### src/rtl/core/escu_pkg.sv
// Shared types, codes and constants for the encoder speed and count unit.
`default_nettype none
package escu_pkg;

    localparam int unsigned NUM_W = 41;
    localparam int unsigned DEN_W = 64;
    localparam int unsigned REM_W = NUM_W + 1;
    localparam int unsigned CNT_W = $clog2(NUM_W + 1);

    localparam logic [1:0] KIND_PULSE = 2'd0;
    localparam logic [1:0] KIND_SPEED = 2'd1;
    localparam logic [1:0] KIND_COUNT = 2'd2;

    localparam logic REG_PPR  = 1'b0;
    localparam logic REG_GEAR = 1'b1;

    localparam logic RK_SPEED = 1'b0;
    localparam logic RK_COUNT = 1'b1;

    localparam logic [15:0] PPR_RESET  = 16'd1;
    localparam logic [15:0] GEAR_RESET = 16'd10;

    localparam logic [29:0] SPEED_NUM   = 30'd600000000;
    localparam logic [9:0]  COUNT_SCALE = 10'd1000;

    localparam logic [31:0] S32_MAX = 32'h7FFF_FFFF;
    localparam logic [31:0] S32_MIN = 32'h8000_0000;

    typedef enum logic [2:0] {
        ST_IDLE,
        ST_MUL1,
        ST_MUL2,
        ST_DIV,
        ST_FIX,
        ST_DONE
    } state_t;

    typedef struct packed {
        logic busy;
        logic done;
    } div_stat_t;

endpackage
`default_nettype wire

### src/rtl/core/escu_div.sv
// Shared radix-2 restoring divider, one quotient bit per cycle.
`default_nettype none
module escu_div
(
    input  wire logic                              clk,
    input  wire logic                              rst_n,
    input  wire logic                              start,
    input  wire logic [escu_pkg::NUM_W-1:0]        num,
    input  wire logic [escu_pkg::DEN_W-1:0]        den,
    output escu_pkg::div_stat_t                    stat,
    output logic      [escu_pkg::NUM_W-1:0]        quo
);

    logic [escu_pkg::NUM_W-1:0] quo_reg;
    logic [escu_pkg::NUM_W-1:0] quo_next;
    logic [escu_pkg::NUM_W-1:0] rem_reg;
    logic [escu_pkg::NUM_W-1:0] rem_next;
    logic [escu_pkg::REM_W-1:0] dsr_reg;
    logic [escu_pkg::REM_W-1:0] dsr_next;
    logic                       big_reg;
    logic                       big_next;
    logic [escu_pkg::CNT_W-1:0] cnt_reg;
    logic [escu_pkg::CNT_W-1:0] cnt_next;
    logic                       busy_reg;
    logic                       busy_next;
    logic                       done_reg;
    logic                       done_next;

    logic [escu_pkg::REM_W-1:0] trial;
    logic [escu_pkg::REM_W-1:0] diff;
    logic                       ge;

    assign trial = {rem_reg, quo_reg[escu_pkg::NUM_W-1]};
    assign diff  = trial - dsr_reg;
    assign ge    = !big_reg && (trial >= dsr_reg);

    always_comb
    begin
        quo_next  = quo_reg;
        rem_next  = rem_reg;
        dsr_next  = dsr_reg;
        big_next  = big_reg;
        cnt_next  = cnt_reg;
        busy_next = busy_reg;
        done_next = 1'b0;
        if (start)
        begin
            quo_next  = num;
            rem_next  = '0;
            dsr_next  = den[escu_pkg::REM_W-1:0];
            big_next  = |den[escu_pkg::DEN_W-1:escu_pkg::REM_W];
            cnt_next  = escu_pkg::CNT_W'(escu_pkg::NUM_W);
            busy_next = 1'b1;
        end
        else if (busy_reg)
        begin
            quo_next = {quo_reg[escu_pkg::NUM_W-2:0], ge};
            rem_next = ge ? diff[escu_pkg::NUM_W-1:0] : trial[escu_pkg::NUM_W-1:0];
            cnt_next = cnt_reg - escu_pkg::CNT_W'(1);
            if (cnt_reg == escu_pkg::CNT_W'(1))
            begin
                busy_next = 1'b0;
                done_next = 1'b1;
            end
        end
    end

    always_ff @(posedge clk or negedge rst_n)
    begin
        if (!rst_n)
        begin
            busy_reg <= 1'b0;
            done_reg <= 1'b0;
            cnt_reg  <= '0;
        end
        else
        begin
            busy_reg <= busy_next;
            done_reg <= done_next;
            cnt_reg  <= cnt_next;
        end
    end

    always_ff @(posedge clk)
    begin
        quo_reg <= quo_next;
        rem_reg <= rem_next;
        dsr_reg <= dsr_next;
        big_reg <= big_next;
    end

    assign stat.busy = busy_reg;
    assign stat.done = done_reg;
    assign quo       = quo_reg;

endmodule
`default_nettype wire
### config.mk
export PLATFORM = sky130hd
export DESIGN_NAME = escu_div
export DESIGN_NICKNAME = d
export VERILOG_FILES = /design/src/rtl/core/escu_pkg.sv /design/src/rtl/core/escu_div.sv
export SDC_FILE = /design/constraint.sdc
export NUM_CORES = 1
export LEC_CHECK = 0
export ABC_AREA = 1
export ABC_CLOCK_PERIOD_IN_PS = 2400
export BUFFER_PORTS_ARGS = -buffer_cell sky130_fd_sc_hd__buf_2
export CORE_MARGIN = 2
export CORE_UTILIZATION = 52
export CTS_BUF_LIST = sky130_fd_sc_hd__clkbuf_16
export CTS_CLUSTER_DIAMETER = 120
export CTS_CLUSTER_SIZE = 30
export DETAILED_ROUTE_END_ITERATION = 12
export PLACE_DENSITY = 0.75
export SLEW_MARGIN = 20
export SYNTH_ARGS = -nofsm -noshare
export SYNTH_HDL_FRONTEND = slang
export SYNTH_SLANG_ARGS = --single-unit
### constraint.sdc
create_clock -name clk -period 2.4 [get_ports clk]
set_clock_uncertainty 0.15 [all_clocks]
set_input_delay 0.48 -clock clk [delete_from_list [all_inputs] [get_ports clk]]
set_output_delay 0.48 -clock clk [all_outputs]
set_load 0.02 [all_outputs]
## Word level (Yosys, flattened, before mapping)

Cells that the tools add are included.

| cells by class | value |
|---|---|
| add/subtract/negate cells | 2 |
| $lt $le $gt $ge | 1 |
| eq/ne operators | 1 |
| mux-type cells | 11 |
| reduce and logical (&&, ||, !) cells | 4 |

Operator list:

| cell | count |
|---|---|
| two-way mux 41 bit | 3 |
| greater-or-equal comparator 42 bit | 1 |
| subtractor 41 bit | 1 |
| OR reduction 22 bit | 1 |
| two-way mux 6 bit | 2 |
| equality test 6 x 1 -> 1 bit (second input constant) | 1 |
| two-way mux 1 bit | 6 |
| subtractor 6 x 1 -> 6 bit (second input constant) | 1 |
| nonzero test 2 bit | 1 |
| logical AND 1 bit | 1 |
| logical NOT 1 bit | 1 |

| storage, ports and cells | value |
|---|---|
| flip-flop bits (word level) | 133 |
| bits of input ports | 108 |

## Depth between registers and ports, before layout

| logic depth | value |
|---|---|
| depth after elaboration | 4 |
| gate-level depth with buffers | 18 |
| gate-level depth less buffers | 18 |

## Worst setup path before layout

No wires, ideal clock.

| timing path | value |
|---|---|
| kind | input to register |
| from | in start |
| to | reg quo_reg, in the netlist quo[0], enable pin |
| setup time | 422 ps |
| arrival | 2024 ps |
| setup slack | -195 ps |
| cell stages on the path | 3 |
| cell sequence | nor2_1 clkinv_1 clkbuf_1 |

| between the ends | value |
|---|---|
| word-level cells in the longest chain between the ends | 1 |

RTL lines:

| element | RTL line | text |
|---|---|---|
| from (decl) | escu_div.sv:7 | `input wire logic start,` |
| nonzero test 2 bit (no line) | -- |  |
| to (signal assigned) | escu_div.sv:86 | `quo_reg <= quo_next;` |
| to (decl) | escu_div.sv:14 | `logic [escu_pkg::NUM_W-1:0] quo_reg;` |

Every way passes these cells.
A chain may end at the register's enable or synchronous reset.

## Worst setup path after layout

| timing path | value |
|---|---|
| from | reg dsr_reg[37] (netlist name) |
| to | reg rem_reg[23] (netlist name) |

| between the ends | value |
|---|---|
| word-level cells in the longest chain between the ends | 3 |

RTL lines:

| element | RTL line | text |
|---|---|---|
| from (decl) | escu_div.sv:18 | `logic [escu_pkg::REM_W-1:0] dsr_reg;` |
| from (signal assigned) | escu_div.sv:88 | `dsr_reg <= dsr_next;` |
| greater-or-equal comparator 42 bit | escu_div.sv:35 | `assign ge = !big_reg && (trial >= dsr_reg);` |
| logical AND 1 bit | escu_div.sv:35 |  |
| two-way mux 41 bit | escu_div.sv:58 | `rem_next = ge ? diff[escu_pkg::NUM_W-1:0] : trial[escu_pkg::NUM_W-1:0];` |
| to (signal assigned) | escu_div.sv:87 | `rem_reg <= rem_next;` |
| to (decl) | escu_div.sv:16 | `logic [escu_pkg::NUM_W-1:0] rem_reg;` |

Every way passes these cells.

==> metrics.txt <==
area leader, netlist edfxtp_1; CP Launch Type flop; CTS tree built; Post-synth ARST share 6.02%; count of cell types in the netlist 38; min Tclk post-route 2370 ps; area of the die 17,600 sq um; count leader, synth nand2_1; global placement routability congestion 0.985; Core Region 16,400 sq um; worst vdd ir 0.000491 V; vias in the first global route 8,284; share of cells above drive strength 1 26.9%; M3 GR Usage 6.78%; Post-Synthesis Cells 1,231; worst-margin pin slew 604 ps; pwr dens 550 nW/um^2; clock group share of total power 43.2%; Post-DP Area 10,100 sq um; critical path type flop to flop; GR Layer Usage met2 45.4%; max reg flops 42; most common flop cell mapped by yosys edfxtp_1; Seq/Total Area, Yosys 41.2%; register bit total from synthesis 133; Leak 5.96 nW; worst min-delay path category input pin to flop; fin. max-slew vios 0; RSZ-0062 raised after global routing yes; number of iterations in the first detailed-routing pass 5; DRT iter0 DRCs 681; DRC 0; Area contributors post-synth edfxtp_1 29%, nand2_1 21%, dfxtp_1 9.5%, inv_1 8.9%, ha_1 6.4%; Layout area overhead 33.1%; Total Nets Final 1,606; number of port buffers 150; Slew Limit Headroom 59.7%; post-synth top area share 29.3%; largest net degree at the start of global routing 44; die height 133 um; switch share 27.8%; M1 GR Usage 34.6%; Worst EP arrival 2540 ps; drt total wl 24,600 um; antenna-violating nets left 0; status complete, no violations; critical path endpoint category flop; Storage cell area 3540 sq um; EDFF count, synth 84; Post-Syn Nets 1,384; Hold Violations, Final 0; multi-input logic area 4770 sq um; total global-route track usage 27.5%; switching power 1.75 mW; fillers 1,318; Syn Area/Cell 6.99 sq um; Antenna diodes 0; CTS Buffer Depth 2; max frequency 422 MHz; Tcrit/Tclk final 98.8%; row count 47; DR WL/cell 14.6 um; Clock Latency Late Sink 440 ps; Worst R2R Setup Slack 30 ps; num ports 151; Synthesis Warnings 0; Top Usage Layer GRT met2; max-cap violation count 0; crit-path max FO 8; Overflow after GRT 0; Die X 133 um; initial cell density of the core 52.5%; worst path required time 2570 ps; HPWL Detailed 17,800 um; final instance area 11,500 sq um; Internal Pwr Total 4.54 mW; mapped cell area 8610 sq um; CTS H-Tree Depth 4; part of the power in combinational logic 14.7%; Final Power 6.29 mW; most frequent cells after synthesis 479 x nand2_1, 203 x inv_1, 93 x nand3_1; antenna violations before repair 0; first-pass GRT wire length 38,600 um; clk sinks 133; via count 8,564; TNS Setup 0 ps; Seq pwr share 42.1%; number of setup violations in the final report 0; Worst-path clk slew 70 ps; clock root buffer clkbuf_16; drt via density 5.08; Num CTS Buffers 17
==> path summary, 6_finish.rpt <==
kind                            depth (start not counted)   startpoint          end
worst max-delay path                                   13  dsr_reg[37]  rem_reg[23]
max in group asynchronous                               2        rst_n   cnt_reg[1]
worst min register to register                          2  rem_reg[40]  rem_reg[40]
min in group asynchronous                               2        rst_n   cnt_reg[5]
worst max register to register                         13  dsr_reg[37]  rem_reg[23]
worst min-delay path                                    1      den[24]  dsr_reg[24]
==> kinds of logic (layout without fill, tap and decap cells) <==
| logic type | after synthesis | after routing | synth area share (%) |
|---|---|---|---|
| buffers and inverters | 234 | 469 | 10.7 |
| and+or+nand+nor | 696 | 696 | 33.1 |
| xor gates and xnor gates | 23 | 23 | 2.34 |
| AOI/OAI and AO/OA | 100 | 100 | 6.09 |
| adders and majority gates | 45 | 45 | 6.63 |
| DFF | 133 | 133 | 41.2 |
==> power groups by stage <==
| stage | combinational (mW) | sequential [mW] | clock (mW) |
|---|---|---|---|
| 2_1_floorplan | 0.383 | 2.76 | 0 |
| 3_3_place_gp | 0.796 | 2.69 | 0 |
| 3_5_place_dp | 0.809 | 2.69 | 0 |
| 4_1_cts | 0.829 | 2.65 | 2.77 |
| 5_1_grt | 1.01 | 2.66 | 2.87 |
| 6_report | 0.925 | 2.65 | 2.72 |
==> repair_timing <==
action | CTS | global route
resized for setup | 16 | 144
endpoints found under the hold margin | 8 | 0
pin swaps | 9 | 25
endpoints found under the setup margin | 22 | 42
buffers inserted | 3 | 4
hold buffers | 1 | 0
gates cloned | 0 | 2
==> critical path, stage by stage, from the launching register on <==
cell and delay (ps):
edfxtp_1 360, inv_1 80, ha_1 250, a21oi_1 210, o21ai_0 160, a21oi_1 180
nand2_1 90, nor2_2 170, nand2_4 110, nand2_8 130, clkbuf_16 190, nand2_2 50
nand3_1 70, o21ai_1 60
==> placed cells by master, fill, tap and decap left out, types with 2 or more instances in the layout <==
| cell type | count |
|---|---|
| a21oi_1 | 35 |
| clkinv_4 | 2 |
| a21o_1 | 4 |
| buf_6 | 2 |
| edfxtp_1 | 84 |
| nor2_4 | 5 |
| o21ai_1 | 29 |
| ha_1 | 24 |
| nor2_1 | 67 |
| clkbuf_16 | 19 |
| nand3b_1 | 7 |
| nand4_1 | 9 |
| nand2_1 | 428 |
| nand2_2 | 44 |
| buf_2 | 149 |
| dfrtp_1 | 8 |
| nand2_4 | 10 |
| buf_4 | 71 |
| inv_2 | 6 |
| nor4_1 | 5 |
| xor2_1 | 4 |
| o21bai_1 | 2 |
| dfxtp_1 | 41 |
| nand3_2 | 11 |
| nand3_4 | 2 |
| a21oi_2 | 7 |
| inv_1 | 198 |
| inv_8 | 4 |
| inv_6 | 7 |
| bufinv_16 | 2 |
| ha_4 | 19 |
| nand3_1 | 81 |
| o21ai_0 | 19 |
| xnor2_1 | 17 |
| buf_12 | 6 |
| nor2_2 | 19 |
| nor3_1 | 3 |
==> stage by stage <==
step | setup slack [ps] | utilization (%) | hold slack [ps] | std cells
2_1_floorplan | 14.3 | - | 34.4 | 1231
3_3_place_gp | -54.5 | 61.6 | 178 | 1644
3_5_place_dp | -58.8 | 61.6 | 178 | 1644
4_1_cts | 0.728 | 65.8 | 46.3 | 1680
5_1_grt | -62.9 | 69.8 | 54.0 | 1686
6_report | 29.8 | 69.8 | 63.8 | 1686
==> final cells by class <==
type / count / share of cell area [%]
well taps: 220 / 2.40
inverters: 206 / 6.79
clock inverters: 15 / 1.59
flip-flops and latches: 133 / 30.9
multi-input cells: 864 / 41.6
clock buffers: 17 / 3.71
repair buffers: 231 / 12.9
==> layer usage <==
metal,routed length (um),vias to the layer above
met4,761,0
met3,1900,62
met5,0,-
met1,10300,3864
met2,11600,326
li1,-,4312
Power figures use the tool's default switching activity.
